File: config.mk
export PLATFORM = sky130hd
export DESIGN_NAME = u2gb_fifo
export DESIGN_NICKNAME = d
export VERILOG_FILES = /design/src/hdl/u2gb_pkg.sv /design/src/hdl/u2gb_fifo.sv
export SDC_FILE = /design/constraint.sdc
export NUM_CORES = 1
export LEC_CHECK = 0
export BUFFER_PORTS_ARGS = -buffer_cell sky130_fd_sc_hd__buf_2
export CORE_MARGIN = 2
export CORE_UTILIZATION = 45
export CTS_CLUSTER_DIAMETER = 120
export DETAILED_ROUTE_END_ITERATION = 10
export GPL_TIMING_DRIVEN = 0
export HOLD_SLACK_MARGIN = 0.08
export SYNTH_ARGS = -nofsm -noshare
export SYNTH_HDL_FRONTEND = slang
export SYNTH_SLANG_ARGS = --single-unit
File: constraint.sdc
create_clock -name clk -period 7.9 [get_ports clk]
set_clock_uncertainty 0.2 [all_clocks]
set_input_delay 0 -clock clk [delete_from_list [all_inputs] [get_ports clk]]
set_output_delay 0 -clock clk [all_outputs]
set_load 0.05 [all_outputs]
File: src/hdl/u2gb_pkg.sv
// shared types and constants for the utf-8 to gb2312 transcoder
package u2gb_pkg;

    localparam int TABLE_DEPTH = 8192;
    localparam int TABLE_AW    = (TABLE_DEPTH > 1) ? $clog2(TABLE_DEPTH) : 1;
    localparam int TABLE_CW    = TABLE_AW + 1;
    localparam int TABLE_DW    = 32;

    localparam int FIFO_DEPTH  = 4;
    localparam int FIFO_AW     = $clog2(FIFO_DEPTH);
    localparam int FIFO_CW     = FIFO_AW + 1;

    localparam int ENTRIES_W   = 14;
    localparam int CAPACITY_W  = 16;
    localparam int SLOT_W      = 13;
    localparam int CODE_W      = 16;
    localparam int POINT_W     = 21;
    localparam int CFG_DATA_W  = 16;
    localparam int CFG_IDX_W   = 1;

    localparam logic [CFG_IDX_W-1:0]  REG_TABLE_ENTRIES   = 1'b0;
    localparam logic [CFG_IDX_W-1:0]  REG_OUTPUT_CAPACITY = 1'b1;
    localparam logic [ENTRIES_W-1:0]  ENTRIES_RESET       = '0;
    localparam logic [CAPACITY_W-1:0] CAPACITY_RESET      = 16'd256;
    localparam logic [7:0]            QUESTION_MARK       = 8'h3F;

    typedef enum logic [1:0] {
        OP_WRITE,
        OP_ONE,
        OP_LOOKUP,
        OP_TERM
    } op_t;

    typedef struct packed {
        op_t               op;
        logic [SLOT_W-1:0] slot;
        logic [CODE_W-1:0] key;
        logic [CODE_W-1:0] gb;
    } cmd_t;

    typedef struct packed {
        logic [ENTRIES_W-1:0]  table_entries;
        logic [CAPACITY_W-1:0] output_capacity;
    } cfg_t;

endpackage

File: src/hdl/u2gb_fifo.sv
// short command queue between front and back end
module u2gb_fifo
    import u2gb_pkg::*;
(
    input  logic clk,
    input  logic rst_n,
    input  logic push,
    input  cmd_t push_cmd,
    output logic full,
    input  logic pop,
    output cmd_t pop_cmd,
    output logic empty
);

    cmd_t               slots_reg [FIFO_DEPTH];
    logic [FIFO_AW-1:0] wr_ptr_reg;
    logic [FIFO_AW-1:0] rd_ptr_reg;
    logic [FIFO_CW-1:0] count_reg;
    logic               do_push;
    logic               do_pop;

    assign full    = (count_reg == FIFO_CW'(FIFO_DEPTH));
    assign empty   = (count_reg == '0);
    assign do_push = push && !full;
    assign do_pop  = pop && !empty;
    assign pop_cmd = slots_reg[rd_ptr_reg];

    always_ff @(posedge clk)
    begin
        if (do_push)
        begin
            slots_reg[wr_ptr_reg] <= push_cmd;
        end
    end

    always_ff @(posedge clk or negedge rst_n)
    begin
        if (!rst_n)
        begin
            wr_ptr_reg <= '0;
            rd_ptr_reg <= '0;
            count_reg  <= '0;
        end
        else
        begin
            if (do_push)
            begin
                wr_ptr_reg <= wr_ptr_reg + FIFO_AW'(1);
            end
            if (do_pop)
            begin
                rd_ptr_reg <= rd_ptr_reg + FIFO_AW'(1);
            end
            case ({do_push, do_pop})
                2'b10:   count_reg <= count_reg + FIFO_CW'(1);
                2'b01:   count_reg <= count_reg - FIFO_CW'(1);
                default: count_reg <= count_reg;
            endcase
        end
    end

endmodule

======== After elaboration in Yosys (flattened, before gate mapping) ========
Memory sizes are Yosys's and may differ from the RTL's.
Cells that the tools add are included.
cells by class
  add/subtract/negate cells ............... 4
  reduce and logical (&&, ||, !) cells .... 6
  multiplexer cells ....................... 3
  equal/unequal tests ..................... 3
operators with widths
  operator                                                             count
  3-bit one-hot mux with 2 select lines                                1
  2-bit by 1-bit adder with 2-bit output (second input constant)       2
  3-bit by 1-bit adder with 3-bit output (second input constant)       1
  3-bit == test (second input constant)                                1
  3-bit zero test                                                      1
  3-bit by 1-bit subtractor with 3-bit output (second input constant)  1
  2-bit by 1-bit == test with 1-bit output (second input constant)     1
  2-bit == test (second input constant)                                1
  1-bit logical AND                                                    2
  1-bit zero test                                                      2
  1-bit 2-to-1 mux                                                     2
  2-bit nonzero test                                                   1
storage, ports and cells
  RAM bits ................................ 188
  word-level logic and storage cells ...... 20
  output and inout bits ................... 49
  memories ................................ 1
  bits of input ports ..................... 51
  register bits ........................... 7
memory list
  name       words  bits a word  rd ports  clocked after memory_dff  wr ports  RTL line         RTL
  slots_reg  4      47           1         0                         1         u2gb_fifo.sv:15  cmd_t slots_reg [FIFO_DEPTH];

======== Logic depth before layout (Yosys ltp) ========
  depth in word-level cells ............... 5
  depth in mapped cells ................... 9
  mapped depth without buffers ............ 9

======== Worst setup path after synthesis ========
No wires, ideal clock.
  kind .................................... flip-flop to flip-flop
  start point ............................. register count_reg[0]
  end point ............................... memory slots_reg[0][0] (netlist name), enable pin
  required time ........................... 7228 ps
  clock period less this slack ............ 2697 ps
  cell stages (with the launch flop) ...... 4
  setup time .............................. 472 ps
  buffers on the path ..................... 0
  setup slack ............................. 5203 ps
  data arrival time ....................... 2024 ps
  cells stage by stage .................... dfrtp_1 > nor3b_2 > nor2b_2 > and2_1
on the way
  word-level cells in the longest chain between the ends .. 5
RTL lines
  item                                    RTL line         RTL
  start, declared                         u2gb_fifo.sv:18  logic [FIFO_CW-1:0] count_reg;
  start signal, assigned                  u2gb_fifo.sv:55  2'b10: count_reg <= count_reg + FIFO_CW'(1);
  start signal, assigned                  u2gb_fifo.sv:56  2'b01: count_reg <= count_reg - FIFO_CW'(1);
  start signal, assigned                  u2gb_fifo.sv:57  default: count_reg <= count_reg;
  3-bit == test                           u2gb_fifo.sv:22  assign full = (count_reg == FIFO_CW'(FIFO_DEPTH));
  net full                                u2gb_fifo.sv:9   output logic full,
  1-bit zero test                         u2gb_fifo.sv:24  assign do_push = push && !full;
  1-bit logical AND                       u2gb_fifo.sv:24
  1-bit 2-to-1 mux                        u2gb_fifo.sv:30  if (do_push)
  1-bit 2-to-1 mux (not written as such)  u2gb_fifo.sv:32  slots_reg[wr_ptr_reg] <= push_cmd;
  end, declared                           u2gb_fifo.sv:15
The timed path passes the listed nets, and every way through them passes these cells.

======== Final worst setup path ========
  start point ............................. register count_reg[2]
  end point ............................... memory slots_reg[1][19] (netlist name), enable pin
on the way
  word-level cells in the longest chain between the ends .. 5
RTL lines
  item                                    RTL line
  3-bit == test                           u2gb_fifo.sv:22
  1-bit zero test                         u2gb_fifo.sv:24
  1-bit logical AND                       u2gb_fifo.sv:24
  1-bit 2-to-1 mux                        u2gb_fifo.sv:30
  1-bit 2-to-1 mux (not written as such)  u2gb_fifo.sv:32
No other way between the ends.

==> impl_metrics.ini <==
[run_status]
outcome = finished clean

[setup_path]
worstSetupPathType = flop to flop
critical_path.startpoint_type = flop
cp_data_required_time_ps = 7820
arrival_ps = 2310
slowest_stage = and2_2
path_delay_family = simple AND/OR/NAND/NOR gates
ff2ff_setup_slack_ps = 5510
cpPeakStageDelay_ps = 730
critPathBufInv = 1
crit_chain = nor3b_2, nor2b_2, and2_2, buf_12
cp_max_fo = 26
cp-end-kind = flop

[route]
drt.antenna.violating_nets = 0
vias = 3417
finalWirelength_um = 13200
route.detailed.drc = 0
vias_per_cell = 4.99
routedWlPerCell_um = 19.2
first_iter_violations = 239
drt_pass1_iterations = 4

[place]
placed_cell_area_sq_um = 8080
place_inst = 602
port-buffer-count = 99
gp_congestion = 0.655
dpl.hpwl_um = 7730

[sta]
slew_violations = 0
min_period_over_period_pct = 30.2
fin_crit_ps = 2390
max-slew-margin-rel_pct = 47.4
finalSetupTns_ps = 0
setup_viol = 0
worstMarginPinSlew_ps = 789
hold_violations = 0
grt_setup_unrepaired = no
max_freq_mhz = 419

[synthesis]
synth-seq-cells = 195
synthTopCellsByArea = edfxtp_1 (78%), mux4_2 (14%), dfrtp_1 (2.4%)
ys_warn_count = 0
synth_top_area_share_pct = 78.1
yosysTopAreaCell = edfxtp_1
syn-num-nets = 340
synth_cell_types = 23
syn-cell-area_sq_um = 7230
syn_area_per_cell_sq_um = 25.5
netlist_instances = 283
ys_seq_area_share_pct = 80.5

[floorplan]
dieArea_sq_um = 17100
start_util_pct = 45.8
die_h_um = 131
core_area_sq_um = 15800
ioPinCount = 100
die_x_um = 131
rows = 46

[finish]
drive_gt1_share_pct = 40.9
final_cell_count_no_fill = 685
syn2layout_area_growth_pct = 26.4
n_antenna_cell = 0
seq_area_sq_um = 5820
largest_register_ffs = 188
fillCellCount = 1222
nNetsFinal = 513
multi_input_area_sq_um = 1290
design_area_sq_um = 9140

[grt]
groute.layer.met1.usage_pct = 21.2
grt_pass1_wl_um = 20100
grt_overflow_total = 0
grt_start_max_net_pins = 31
grt.total_usage_pct = 16.5
antenna_found_initial = 0
grt_util_met2_pct = 27.3
top_usage_layer = met2
grt_pass1_vias = 3662
use_met3_pct = 4.36

[power]
p_per_area_nw_per_um2 = 409
irDropWorstVdd_mv = 0.200
cellLeakagePower_nw = 3.19

[cts]
clkSlewWorstSetupHoldPaths_ps = 70
root_buffer = clkbuf_16
clock-sinks = 195
cts_buffer_depth = 2
htreeDepth = 4
clock_latency_ps = 430
numCtsBuffers = 17
cts_tree = built
post_cts_buffers = 0

[min_path]
hold_path_class = input pin to flop

[flow_run]
maxCapViolCount = 0
[what timing repair did]
action / 4_1_cts / 5_1_grt
setup endpoints to repair: 0 / 0
hold endpoints to repair: 201 / 0
resized for setup: 0 / 0
hold buffers: 51 / 0
[stage by stage]
stage / total power [mW] / worst slack [ps] / util (%) / hold WS (ps)
final: 3.74 / 5510 / 57.9 / 123
after global placement: 2.94 / 4310 / 50.7 / -355
after floorplan: 2.61 / 5200 / - / -496
after detailed placement: 2.97 / 5450 / 51.2 / -345
after CTS: 3.79 / 5450 / 57.9 / 105
after global routing: 3.91 / 5370 / 57.9 / 122
[cell usage in the layout (no fill, tap or decap)]
cell type      Yosys  final
edfxtp_1         188    188
buf_2              3    102
dlygate4sd3_1      0     51
mux4_2            45     45
clkbuf_16          0     17
dfrtp_1            7      7
inv_1              6      6
buf_12             2      6
clkbuf_1           2      5
ha_1               5      5
and2_2             0      4
clkinvlp_4         0      4
buf_4              3      3
xnor2_1            3      3
xor2_1             3      3
mux4_1             2      2
clkinv_4           0      2
inv_6              0      2
clkinv_2           0      2
nor3_1             1      1
o31a_1             1      1
nor3b_2            1      1
buf_6              1      1
nor2b_2            1      1
mux2i_1            1      1
mux2_2             1      1
nand2_1            1      1
nor2_1             1      1
fa_1               1      1
clkinv_1           0      1
bufinv_16          0      1
[area by class of cell]
cell class	instances	area share (%)
Buffer	11	1.05
Tap cell	216	2.96
Clock buffer	20	4.78
Clock inverter	12	1.19
Sequential cell	195	63.7
Inverter	6	0.247
Timing Repair Buffer	154	11.9
Multi-Input combinational cell	71	14.2
[power by group]
part	internal, mW	switching, mW
Clock	0.435	0.366
Combinational	0.487	1.03
Sequential	1.37	0.0527
[final timing paths]
path | startpoint | end | cells after the start
min reg2reg | count_reg[2] | count_reg[2] | 1
min in group asynchronous | rst_n | count_reg[2] | 3
min | push_cmd[40] | slots_reg[2][40] | 2
max reg2reg | count_reg[2] | slots_reg[1][19] | 4
max in group asynchronous | rst_n | rd_ptr_reg[1] | 3
max | count_reg[2] | slots_reg[1][19] | 4
[Yosys cell counts]
cell type	n
inv_1	6
buf_12	2
buf_6	1
mux2_2	1
mux4_2	45
nor3b_2	1
xnor2_1	3
mux2i_1	1
clkbuf_1	2
nand2_1	1
and2_1	4
ha_1	5
buf_4	3
fa_1	1
nor2b_2	1
edfxtp_1	188
buf_2	3
o31a_1	1
nor3_1	1
xor2_1	3
dfrtp_1	7
nor2_1	1
mux4_1	2
[layer usage]
layer  share of wire [%]  vias up
met5                   0        -
met4                 1.4        0
met3                 4.4       14
met2                  50       85
met1                  44     1771
li1                    -     1547
[logic make-up after synthesis]
logic type | count (synthesis) | share of synthesized area (%)
AO/OA/AOI/OAI | 1 | 0.121
XOR/XNOR | 6 | 0.727
adder cells (fa/ha/maj) | 6 | 1.14
buffers and inverters | 17 | 1.64
flip-flops | 195 | 80.5
multiplexers | 49 | 15.0
AND/OR/NAND/NOR | 9 | 0.813
[worst register-to-register path, stage by stage (launching register included)]
cell	delay, ps
dfrtp_1	410
nor3b_2	180
nor2b_2	280
and2_2	730
buf_12	280
No activity file was read; power rests on OpenSTA's default activity.
