<file path="src/hdl/u2gb_pkg.sv">
// shared types and constants for the utf-8 to gb2312 transcoder
package u2gb_pkg;

    localparam int TABLE_DEPTH = 8192;
    localparam int TABLE_AW    = (TABLE_DEPTH > 1) ? $clog2(TABLE_DEPTH) : 1;
    localparam int TABLE_CW    = TABLE_AW + 1;
    localparam int TABLE_DW    = 32;

    localparam int FIFO_DEPTH  = 4;
    localparam int FIFO_AW     = $clog2(FIFO_DEPTH);
    localparam int FIFO_CW     = FIFO_AW + 1;

    localparam int ENTRIES_W   = 14;
    localparam int CAPACITY_W  = 16;
    localparam int SLOT_W      = 13;
    localparam int CODE_W      = 16;
    localparam int POINT_W     = 21;
    localparam int CFG_DATA_W  = 16;
    localparam int CFG_IDX_W   = 1;

    localparam logic [CFG_IDX_W-1:0]  REG_TABLE_ENTRIES   = 1'b0;
    localparam logic [CFG_IDX_W-1:0]  REG_OUTPUT_CAPACITY = 1'b1;
    localparam logic [ENTRIES_W-1:0]  ENTRIES_RESET       = '0;
    localparam logic [CAPACITY_W-1:0] CAPACITY_RESET      = 16'd256;
    localparam logic [7:0]            QUESTION_MARK       = 8'h3F;

    typedef enum logic [1:0] {
        OP_WRITE,
        OP_ONE,
        OP_LOOKUP,
        OP_TERM
    } op_t;

    typedef struct packed {
        op_t               op;
        logic [SLOT_W-1:0] slot;
        logic [CODE_W-1:0] key;
        logic [CODE_W-1:0] gb;
    } cmd_t;

    typedef struct packed {
        logic [ENTRIES_W-1:0]  table_entries;
        logic [CAPACITY_W-1:0] output_capacity;
    } cfg_t;

endpackage

</file>
<file path="src/hdl/u2gb_front.sv">
// front end: accepts items, decodes utf-8 and queues commands
module u2gb_front
    import u2gb_pkg::*;
(
    input  logic              clk,
    input  logic              rst_n,
    input  logic              in_valid,
    output logic              in_ready,
    input  logic              kind,
    input  logic [7:0]        text_byte,
    input  logic [SLOT_W-1:0] entry_slot,
    input  logic [CODE_W-1:0] entry_code_point,
    input  logic [CODE_W-1:0] entry_gb_code,
    input  logic              full,
    output logic              push,
    output cmd_t              push_cmd
);

    logic [POINT_W-1:0] point_reg;
    logic [POINT_W-1:0] point_next;
    logic [1:0]         pending_reg;
    logic [1:0]         pending_next;
    logic [POINT_W-1:0] acc;
    logic               lead;
    logic               accept;

    function automatic cmd_t classify(input logic [POINT_W-1:0] p);
        cmd_t c;
        c = '0;
        if (p < POINT_W'(8'h80))
        begin
            c.op  = OP_ONE;
            c.key = {8'h00, p[7:0]};
        end
        else if (p > POINT_W'(16'hFFFF))
        begin
            c.op  = OP_ONE;
            c.key = {8'h00, QUESTION_MARK};
        end
        else
        begin
            c.op  = OP_LOOKUP;
            c.key = p[CODE_W-1:0];
        end
        return c;
    endfunction

    assign in_ready = !full;
    assign accept   = in_valid && in_ready;
    assign acc      = {point_reg[POINT_W-7:0], text_byte[5:0]};

    always_comb
    begin
        point_next   = point_reg;
        pending_next = pending_reg;
        push         = 1'b0;
        push_cmd     = '0;
        lead         = 1'b0;
        if (accept)
        begin
            if (!kind)
            begin
                push          = 1'b1;
                push_cmd.op   = OP_WRITE;
                push_cmd.slot = entry_slot;
                push_cmd.key  = entry_code_point;
                push_cmd.gb   = entry_gb_code;
            end
            else if (text_byte == 8'h00)
            begin
                push         = 1'b1;
                push_cmd.op  = OP_TERM;
                point_next   = '0;
                pending_next = '0;
            end
            else
            begin
                lead = 1'b1;
                if (pending_reg != 2'd0)
                begin
                    if ((text_byte & 8'hC0) == 8'h80)
                    begin
                        lead         = 1'b0;
                        pending_next = pending_reg - 2'd1;
                        if (pending_reg == 2'd1)
                        begin
                            point_next = '0;
                            push       = 1'b1;
                            push_cmd   = classify(acc);
                        end
                        else
                        begin
                            point_next = acc;
                        end
                    end
                    else
                    begin
                        // broken sequence, reparse this byte as a lead
                        point_next   = '0;
                        pending_next = '0;
                    end
                end
                if (lead)
                begin
                    if (text_byte < 8'h80)
                    begin
                        push     = 1'b1;
                        push_cmd = classify(POINT_W'(text_byte));
                    end
                    else if ((text_byte & 8'hE0) == 8'hC0)
                    begin
                        point_next   = POINT_W'(text_byte & 8'h1F);
                        pending_next = 2'd1;
                    end
                    else if ((text_byte & 8'hF0) == 8'hE0)
                    begin
                        point_next   = POINT_W'(text_byte & 8'h0F);
                        pending_next = 2'd2;
                    end
                    else if ((text_byte & 8'hF8) == 8'hF0)
                    begin
                        point_next   = POINT_W'(text_byte & 8'h07);
                        pending_next = 2'd3;
                    end
                end
            end
        end
    end

    always_ff @(posedge clk or negedge rst_n)
    begin
        if (!rst_n)
        begin
            point_reg   <= '0;
            pending_reg <= '0;
        end
        else
        begin
            point_reg   <= point_next;
            pending_reg <= pending_next;
        end
    end

endmodule

</file>
<file path="config.mk">
export PLATFORM = sky130hd
export DESIGN_NAME = u2gb_front
export DESIGN_NICKNAME = d
export VERILOG_FILES = /design/src/hdl/u2gb_pkg.sv /design/src/hdl/u2gb_front.sv
export SDC_FILE = /design/constraint.sdc
export NUM_CORES = 1
export LEC_CHECK = 0
export ABC_CLOCK_PERIOD_IN_PS = 4890
export BUFFER_PORTS_ARGS = -buffer_cell sky130_fd_sc_hd__buf_2
export CAP_MARGIN = 40
export CORE_UTILIZATION = 44
export CTS_BUF_LIST = sky130_fd_sc_hd__clkbuf_16
export CTS_CLUSTER_DIAMETER = 100
export DETAILED_ROUTE_END_ITERATION = 8
export PLACE_DENSITY = 0.95
export SLEW_MARGIN = 0
export SYNTH_ARGS = -nofsm -noshare
export SYNTH_HDL_FRONTEND = slang
export SYNTH_SLANG_ARGS = --single-unit
export TNS_END_PERCENT = 10
</file>
<file path="constraint.sdc">
create_clock -name clk -period 4.89 [get_ports clk]
set_input_delay 0.2445 -clock clk [delete_from_list [all_inputs] [get_ports clk]]
set_output_delay 0.2445 -clock clk [all_outputs]
set_load 0.1 [all_outputs]
</file>
== Word level (Yosys, flattened, before mapping) ==
Cells that the tools add are included.

* Reductions and logical operators: 5
* Eq/ne operators: 5
* Multiplexer cells: 44
* Add/sub/neg operators: 1
* Order comparisons: 4

{| class="wikitable"
|+ Operators with widths
! kind !! number
|-
| $mux W47 || 7
|-
| $mux W21 || 9
|-
| $mux W45 || 1
|-
| $mux W16 || 2
|-
| $mux W2 || 12
|-
| $gt A21 B16 Y1 const B || 1
|-
| $lt A21 B8 Y1 const B || 1
|-
| $lt A8 B8 Y1 const B || 2
|-
| $mux W1 || 13
|-
| $logic_not A8 Y1 || 1
|-
| $eq A5 B5 Y1 const B || 1
|-
| $eq A4 B4 Y1 const B || 1
|-
| $eq A3 B3 Y1 const B || 1
|-
| $eq A2 B1 Y1 const B || 1
|-
| $eq A2 B2 Y1 const B || 1
|-
| $reduce_and A2 Y1 || 1
|-
| $reduce_bool A2 Y1 || 1
|-
| $sub A2 B1 Y2 const B || 1
|-
| $logic_and A1 B1 Y1 || 1
|-
| $logic_not A1 Y1 || 1
|}

* Register bits: 23
* Output and inout bits: 49
* Word-level logic and storage cells: 61

== Longest topological paths before layout ==
Gate-level depths: netlist (run 1).

* Word-level depth: 11
* Depth in mapped cells: 6
* Depth with buffers taken out: 6

== Least setup slack after synthesis (run 1) ==
No wires, ideal clock.

* Kind: input port to output port
* Start: in full
* End: out push_cmd[45] (netlist name)
* Stages: 3
* Arrival: 3495 ps
* Path slack: 1150 ps
* Data required time: 4646 ps
* Path through: inv_1 > nand3_1 > a311oi_1

{| class="wikitable"
|+ RTL lines
! element !! RTL line !! RTL
|-
| start: declaration || u2gb_front.sv:14 || <nowiki>input logic full,</nowiki>
|-
| end: declaration || u2gb_front.sv:16 || <nowiki>output cmd_t push_cmd</nowiki>
|}

==> results of run 1 <==
[cell usage after synthesis (2+ instances only)]
library cell and count:
and2_1 30, nand3_1 7, nor3_1 3, a22o_1 20, nand2b_1 6, or3b_1 2
o2bb2ai_1 2, ha_1 2, nand2_1 18, o311ai_1 2, buf_2 3, clkbuf_1 6
inv_1 5, nor2b_1 3, o21ai_1 2, a21oi_1 7, dfrtp_1 17, nor2_1 11
a21boi_0 2, o21ai_0 6
[kinds of logic (layout without fill, tap and decap cells)]
group,after synthesis,after routing,share of synthesized area
adder cells (fa/ha/maj),2,2,0.01700
flip-flops,17,17,0.2891
AND/OR/NAND/NOR,90,90,0.3656
AO/OA/AOI/OAI,51,51,0.2696
buffers and inverters,16,117,0.05102
multiplexers,1,1,0.007653
[final cells by class]
type / instances / area [um^2]
tap: 44 / 55.05
timing repair buffer: 108 / 555.5
clock buffer: 3 / 75.07
multi-input combinational: 144 / 973.4
fill: 286 / 996.0
sequential: 17 / 425.4
clock inverter: 1 / 3.754
inverter: 5 / 18.77
[how the worst max path moves through the flow]
stage | slack, ns | cells past startpoint | to | start
after floorplan | 1.15 | 3 | push_cmd[45] | full
after global placement | 2.45 | 7 | push_cmd[31] | pending_reg[0]
after detailed placement | 2.38 | 7 | push_cmd[26] | pending_reg[0]
after CTS | 2.11 | 7 | push_cmd[26] | pending_reg[0]
after global routing | 1.92 | 7 | push_cmd[27] | pending_reg[0]
final | 2.11 | 7 | push_cmd[25] | pending_reg[0]
[power by group]
group	switching (mW)	internal, mW
Sequential	0.0333	0.169
Combinational	0.203	0.0998
Clock	0.0537	0.109
[critical path, stage by stage, from the launching register on]
cell and delay [ns]:
dfrtp_1 0.39, inv_1 0.07, ha_1 0.29, nor2_1 0.24, nand3_1 0.19, nor4b_4 0.48
a22o_1 0.20, buf_2 0.42
[per-layer routing]
metal,vias up,global-route usage,routed length [um]
met4,0,0.07973,56
met2,88,0.3905,1990
met1,779,0.2728,1697
met3,5,0,286
li1,840,-,-
met5,-,0,0
[metrics by stage]
step | util | total power [mW] | worst slack [ns]
2_1_floorplan | - | 0.4339 | 1.150
3_3_place_gp | 0.6456 | 0.4964 | 2.448
3_5_place_dp | 0.6504 | 0.5057 | 2.378
4_1_cts | 0.6790 | 0.6693 | 2.105
5_1_grt | 0.6790 | 0.7026 | 1.916
6_report | 0.6790 | 0.6680 | 2.111
==> impl_metrics.tcl, run 1 <==
set metrics [dict create \
    status "completed" \
    clock_latency_ns 0.25 \
    worstPathRequired_ns 4.65 \
    hold_path_depth 2 \
    hold_viol 0 \
    stdcell_area_um2 2107 \
    initial_core_util 0.4742 \
    clock_skew_ns 0.002259 \
    min-delay-path-class "in -> reg" \
    layout.nets 339 \
    diodes 0 \
    ys_async_sr_fraction 1.000 \
    ys_seq_elements 17 \
    drv_slew 0 \
    cts_setup_buffers 0 \
    dp_hpwl_um 3243 \
    cts_root_buffer "clkbuf_16" \
    viasPerCell 5.317 \
    wl_per_cell_um 12.52 \
    mostFrequentLayoutCell "buf_2" \
    syn_inst 177 \
    first_global_vias 1360 \
    die_y_um 59.83 \
    cts_max_level 1 \
    grt_setup_unrepaired "false" \
    gp_congestion 0.8177 \
    ys_top_cells_by_area "dfrtp_1 (29%), and2_1 (13%), a22o_1 (12%), nand2_1 (4.6%), nor2_1 (2.8%)" \
    grt_antenna_before_repair 0 \
    yosys.area.top_type "dfrtp_1" \
    tns_ns 0 \
    slew_headroom 0.6716 \
    max_freq_mhz 359.8 \
    stdcell_count 322 \
    rr_endpoint "point_reg[13]" \
    ys_warn_count 0 \
    hold_buffers 1 \
    synth_top_area_share 0.2891 \
    placed_cells 317 \
    synth_cell_types 43 \
    largest_reg_flops 15 \
    grt_use_total 0.2150 \
    drtIter0Drc 33 \
    wirelength_um 4030 \
    area_growth_syn_to_layout_pct 43.20 \
    drive_above_1_share 0.4317 \
    synth-edff-count 0 \
    ys_seq_area_frac 0.2891 \
    hold_start "text_byte[0]" \
    cap_violations 0 \
    final_antenna_net_count 0 \
    path_clk_slew_ns 0.05 \
    grt_overflow 0 \
    reg2reg_depth 6 \
    numPortBuffers 106 \
    clkSinkCount 17 \
    hold_end "point_reg[0]" \
    cp-end-kind "output pin" \
    die_w_um 59.83 \
    worst_slew_pin_slew_ns 0.4905 \
    layout_common_cells "buf_2 (106), and2_1 (30), a22o_1 (20)" \
    core.rowCount 20 \
    min_period_ns 2.779 \
    dpl_cell_area_um2 2018 \
    grt_max_degree 33 \
    hold_slack_ns 0.2867 \
    r2r-start "pending_reg[0]" \
    cp_max_fo 8 \
    power_density_nw_per_um2 317.0 \
    setup_viol 0 \
    synth-main-ff-cell "dfrtp_1" \
    cts_resized 0 \
    syn-cell-area_um2 1471 \
    cts_max_path_buffers 2 \
    cts_tree "done" \
    synth_nets 237 \
    startpoint_type "flop" \
    path_class "reg -> out" \
    worstPathArrival_ns 2.53 \
    peakVddDrop_v 0.0001534 \
    firstDrtPassIters 4 \
    num_vias 1712 \
    grt_pass1_wl_um 5823 \
    numCtsBuffers 3 \
    die_area_um2 3580 \
    reg2reg_slack_ns 3.06 \
    synth_area_per_cell_um2 8.313 \
    total_leakage_power_nw 1.144 \
    drc 0 \
    ios 107 \
    coreArea_um2 3103 \
    finalCritPeriodShare 0.5684 \
]
No activity file was read; power rests on OpenSTA's default activity.
==> inputs of run 2 (changes only) <==
--- a/config.mk
+++ b/config.mk
@@ -5,14 +5,14 @@
 export SDC_FILE = /design/constraint.sdc
 export NUM_CORES = 1
 export LEC_CHECK = 0
-export ABC_CLOCK_PERIOD_IN_PS = 4890
+export ABC_CLOCK_PERIOD_IN_PS = 2200
 export BUFFER_PORTS_ARGS = -buffer_cell sky130_fd_sc_hd__buf_2
 export CAP_MARGIN = 40
-export CORE_UTILIZATION = 44
+export CORE_UTILIZATION = 37
 export CTS_BUF_LIST = sky130_fd_sc_hd__clkbuf_16
 export CTS_CLUSTER_DIAMETER = 100
 export DETAILED_ROUTE_END_ITERATION = 8
-export PLACE_DENSITY = 0.95
+export PLACE_DENSITY = 0.88
 export SLEW_MARGIN = 0
 export SYNTH_ARGS = -nofsm -noshare
 export SYNTH_HDL_FRONTEND = slang
==> constraint.sdc (replaced) <==
create_clock -name clk -period 2.2 [get_ports clk]
set_input_delay 0.11 -clock clk [delete_from_list [all_inputs] [get_ports clk]]
set_output_delay 0.11 -clock clk [all_outputs]
set_load 0.1 [all_outputs]
==> impl_metrics.tcl, run 2 (same netlist as run 1, synthesis figures left out) <==
set metrics [dict create \
    worst_slew_pin_slew_ns 0.4897 \
    met1_usage 0.2646 \
    max_freq_mhz 451.1 \
    coreArea_um2 3744 \
    busiest_layer "met2" \
    violations "setup timing" \
    viasPerCell 5.323 \
    stdcell_area_um2 2521 \
    power_density_nw_per_um2 662.1 \
    total_leakage_power_nw 1.252 \
    final_antenna_net_count 0 \
    grt_use_total 0.2328 \
    drtIter0Drc 50 \
    max_stage_delay_ns 0.59 \
    numCtsBuffers 3 \
    path_cells "or4_4, nor4b_4, nand3_1, a21oi_2, buf_12" \
    layout.nets 347 \
    startpoint_type "flop" \
    cap_violations 0 \
    cp_max_fo 4 \
    drv_slew 0 \
    largest_reg_flops 15 \
    initial_core_util 0.3930 \
    min-delay-path-class "in -> reg" \
    grt_pass1_wl_um 7631 \
    grt_setup_unrepaired "true" \
    cts_max_level 1 \
    path_delay_family "simple AND/OR/NAND/NOR gates" \
    worstPathRequired_ns 2.09 \
    use_met2 0.4297 \
    diodes 0 \
    num_vias 1778 \
    wl_per_cell_um 14.38 \
    drc 0 \
    worst-path-buf-inv 1 \
    ios 107 \
    clock_skew_ns 0.003729 \
    status "finished, violations left" \
    dpl_cell_area_um2 2369 \
    cts_tree "done" \
    die_y_um 65.06 \
    cts_max_path_buffers 2 \
    dp_hpwl_um 3660 \
    grt_antenna_before_repair 0 \
    met3_usage 0.02817 \
    firstDrtPassIters 4 \
    clock_latency_ns 0.25 \
    slew_headroom 0.6758 \
    drive_above_1_share 0.5105 \
    finalPower_mw 1.669 \
    cts_root_buffer "clkbuf_16" \
    min_period_ns 2.217 \
    cp_slowest_cell "or4_4" \
    hold_slack_ns 0.1426 \
    layout_common_cells "buf_2 (88), and2_1 (30), a22o_1 (20)" \
    grt_max_degree 43 \
    gp_congestion 0.8449 \
    die_w_um 65.06 \
    peakVddDrop_v 0.0003298 \
    grt_overflow 0 \
    hold_viol 0 \
    wirelength_um 4803 \
    setup_viol 2 \
    setup_ws_ns -0.01701 \
    path_clk_slew_ns 0.05 \
    final_core_util 0.6735 \
    preCtsSetupSlack_ns 0.1099 \
    die_area_um2 4233 \
    finalCritPeriodShare 1.008 \
    area_growth_syn_to_layout_pct 71.34 \
    worstPathArrival_ns 2.11 \
    core.rowCount 22 \
    cp-end-kind "output pin" \
    clkSinkCount 17 \
    mostFrequentLayoutCell "buf_2" \
    path_class "reg -> out" \
    numPortBuffers 106 \
    first_global_vias 1671 \
]
run 2: cell types whose count changed in the layout (fill, tap and decap cells not counted), moves of 2 or more:
cell     before  now
buf_12        0   18
buf_2       106   88
buf_4         0    8
o21ai_2       0    6
o21ai_0       6    2
inv_1         6    3
a21oi_1       7    5
a21oi_2       0    2
inv_2         0    2
o21ai_1       2    0
run 2: final cells by class:
type	instances	area, um^2
clock buffers	3	75.07
clock inverters	1	5.005
fillers	312	1222
inverters	5	18.77
multi-input cells	144	1055
flip-flops and latches	17	425.4
well taps	48	60.06
repair buffers	116	882.1
run 2: per-layer routing:
metal  share of wire  up-vias
met4           0.021        0
met5               0        -
met3           0.081        9
met1            0.38      820
li1                -      855
met2            0.52       94
run 2: report_power, final:
group	switching, mW	internal [mW]
Combinational	0.519	0.336
Sequential	0.0756	0.376
Clock	0.119	0.243
run 2: final timing paths:
kind                                start        endpoint  slack, ns  depth (start not counted)
setup / recovery            point_reg[13]    push_cmd[23]      -0.02                          5
hold reg to reg             point_reg[13]   point_reg[13]       0.51                          1
hold / removal               text_byte[1]    point_reg[1]       0.14                          2
min in group asynchronous           rst_n    point_reg[6]       0.34                          2
max in group asynchronous           rst_n  pending_reg[1]       1.60                          2
setup reg to reg           pending_reg[1]    point_reg[4]       0.38                          7
run 2: stage by stage:
| step | std cells | TNS, ns |
|---|---|---|
| 2_1_floorplan | 177 | -3.936 |
| 3_3_place_gp | 326 | 0 |
| 3_5_place_dp | 326 | 0 |
| 4_1_cts | 334 | -0.003767 |
| 5_1_grt | 334 | -0.1437 |
| 6_report | 334 | -0.02034 |
run 2: timing repair:
action,in CTS,in global routing
setup buffers,3,0
endpoints found under the setup margin,11,10
hold endpoints to repair,17,0
cloned,0,0
pin swaps,3,3
gates resized for setup,8,2
hold buffers,1,0
==> inputs of run 3 (changes only) <==
--- a/config.mk
+++ b/config.mk
@@ -5,7 +5,7 @@
 export SDC_FILE = /design/constraint.sdc
 export NUM_CORES = 1
 export LEC_CHECK = 0
-export ABC_CLOCK_PERIOD_IN_PS = 2200
+export ABC_CLOCK_PERIOD_IN_PS = 1850
 export BUFFER_PORTS_ARGS = -buffer_cell sky130_fd_sc_hd__buf_2
 export CAP_MARGIN = 40
 export CORE_UTILIZATION = 37
==> constraint.sdc (replaced) <==
create_clock -name clk -period 1.85 [get_ports clk]
set_input_delay 0.0925 -clock clk [delete_from_list [all_inputs] [get_ports clk]]
set_output_delay 0.0925 -clock clk [all_outputs]
set_load 0.1 [all_outputs]
==> impl_metrics.tcl, run 3 (same netlist as run 1, synthesis figures left out) <==
set metrics [dict create \
    dp_hpwl_um 4557 \
    grt_overflow 0 \
    diodes 0 \
    grt_setup_unrepaired "true" \
    gp_congestion 0.8371 \
    die_w_um 65.06 \
    reg2reg_depth 9 \
    die_y_um 65.06 \
    cp_max_fo 4 \
    final_antenna_net_count 0 \
    cts_tree "done" \
    hold_path_depth 2 \
    cts_max_path_buffers 2 \
    core.rowCount 22 \
    cts_root_buffer "clkbuf_16" \
    mostFrequentLayoutCell "buf_2" \
    num_vias 1932 \
    status "finished, violations left" \
    viasPerCell 5.682 \
    slew_headroom 0.6656 \
    initial_core_util 0.3930 \
    max_freq_mhz 456.6 \
    total_leakage_power_nw 1.424 \
    layout.nets 353 \
    first_global_vias 1924 \
    die_area_um2 4233 \
    cap_violations 0 \
    grt_antenna_before_repair 0 \
    drc 0 \
    worst_slew_pin_slew_ns 0.5016 \
    placed_cells 333 \
    finalCritPeriodShare 1.184 \
    grt_use_total 0.3084 \
    grt_max_degree 43 \
    clock_skew_ns 0.003886 \
    peakVddDrop_v 0.0004522 \
    max_stage_delay_ns 0.61 \
    area_growth_syn_to_layout_pct 118.2 \
    cts_max_level 1 \
    reg2reg_slack_ns 0.06 \
    ios 107 \
    startpoint_type "flop" \
    cp_slowest_cell "or4_4" \
    drv_slew 0 \
    finalPower_mw 2.234 \
    hold_viol 0 \
    firstDrtPassIters 4 \
    layout_common_cells "buf_2 (58), buf_12 (48), and2_1 (30)" \
    stdcell_count 340 \
    path_clk_slew_ns 0.05 \
    grt_pass1_wl_um 9777 \
    power_density_nw_per_um2 695.7 \
    numPortBuffers 106 \
    clkSinkCount 17 \
    preCtsSetupSlack_ns -0.1061 \
    clock_latency_ns 0.25 \
    rr_endpoint "point_reg[1]" \
    path_class "reg -> out" \
    coreArea_um2 3744 \
    cp-end-kind "output pin" \
    setup_viol 18 \
    hold_start "text_byte[1]" \
    nFillCells 172 \
    setup_ws_ns -0.3402 \
    wirelength_um 6410 \
    path_cells "or4_4, nor4b_4, nand3_2, a21oi_4, buf_12" \
    drive_above_1_share 0.5822 \
    worstPathArrival_ns 2.10 \
    hold_end "point_reg[1]" \
    min-delay-path-class "in -> reg" \
    tns_ns -4.892 \
    worstPathRequired_ns 1.76 \
    r2r-start "pending_reg[0]" \
    numCtsBuffers 3 \
    drtIter0Drc 135 \
    wl_per_cell_um 18.85 \
    min_period_ns 2.190 \
    violations "setup timing" \
    largest_reg_flops 15 \
    final_core_util 0.8576 \
]
run 3: timing repair:
item                                   in CTS  in global routing
buffers inserted                            2                  0
endpoints found under the hold margin      17                  0
gates resized for setup                    20                  4
pin swaps                                  10                  7
hold buffers                                1                  0
setup endpoints to repair                  18                 22
cloned                                      0                  0
run 3: routing by layer:
layer | routed length, um | global-route usage | vias to the layer above
met2 | 3429 | 0.5755 | 143
li1 | - | - | 874
met3 | 590 | 0.05106 | 18
met1 | 2185 | 0.3373 | 897
met5 | 0 | 0 | -
met4 | 205 | 0.1359 | 0
run 3: final cells by class:
cell class              count  area (um^2)  share of cell area
flip-flops and latches     17        425.4              0.1325
repair buffers            122         1385              0.4314
clock buffers               3        75.07             0.02338
multi-input cells         144         1242              0.3870
inverters                   5        18.77            0.005846
clock inverters             1        3.754            0.001169
well taps                  48        60.06             0.01871
run 3: how the worst max path moves through the flow:
stage / start / endpoint / slack [ns] / cells past startpoint
after global routing: point_reg[12] / push_cmd[24] / -0.38 / 5
after CTS: point_reg[10] / push_cmd[22] / -0.32 / 5
final: point_reg[12] / push_cmd[23] / -0.34 / 5
after floorplan: pending_reg[0] / push_cmd[16] / -0.30 / 6
after global placement: point_reg[13] / push_cmd[23] / -0.06 / 5
after detailed placement: point_reg[13] / push_cmd[23] / -0.11 / 5
run 3: through the flow:
stage,area [um^2],hold WS (ns)
finish,3211,0.1605
global route,3211,0.1604
CTS,3192,0.1424
detailed placement,2994,0.03024
global placement,2994,0.03070
floorplan,1639,-0.2031
run 3: critical path: cells and delay by family, from the launching register on:
| family | cells | cell delay [ns] |
|---|---|---|
| and+or+nand+nor | 3 | 1.10 |
| DFF | 1 | 0.39 |
| buffers and inverters | 1 | 0.19 |
| AOI/OAI and AO/OA | 1 | 0.16 |
run 3: power by group:
part           internal (mW)  switching, mW
clock network          0.287          0.148
registers              0.448         0.0961
logic                  0.526          0.728
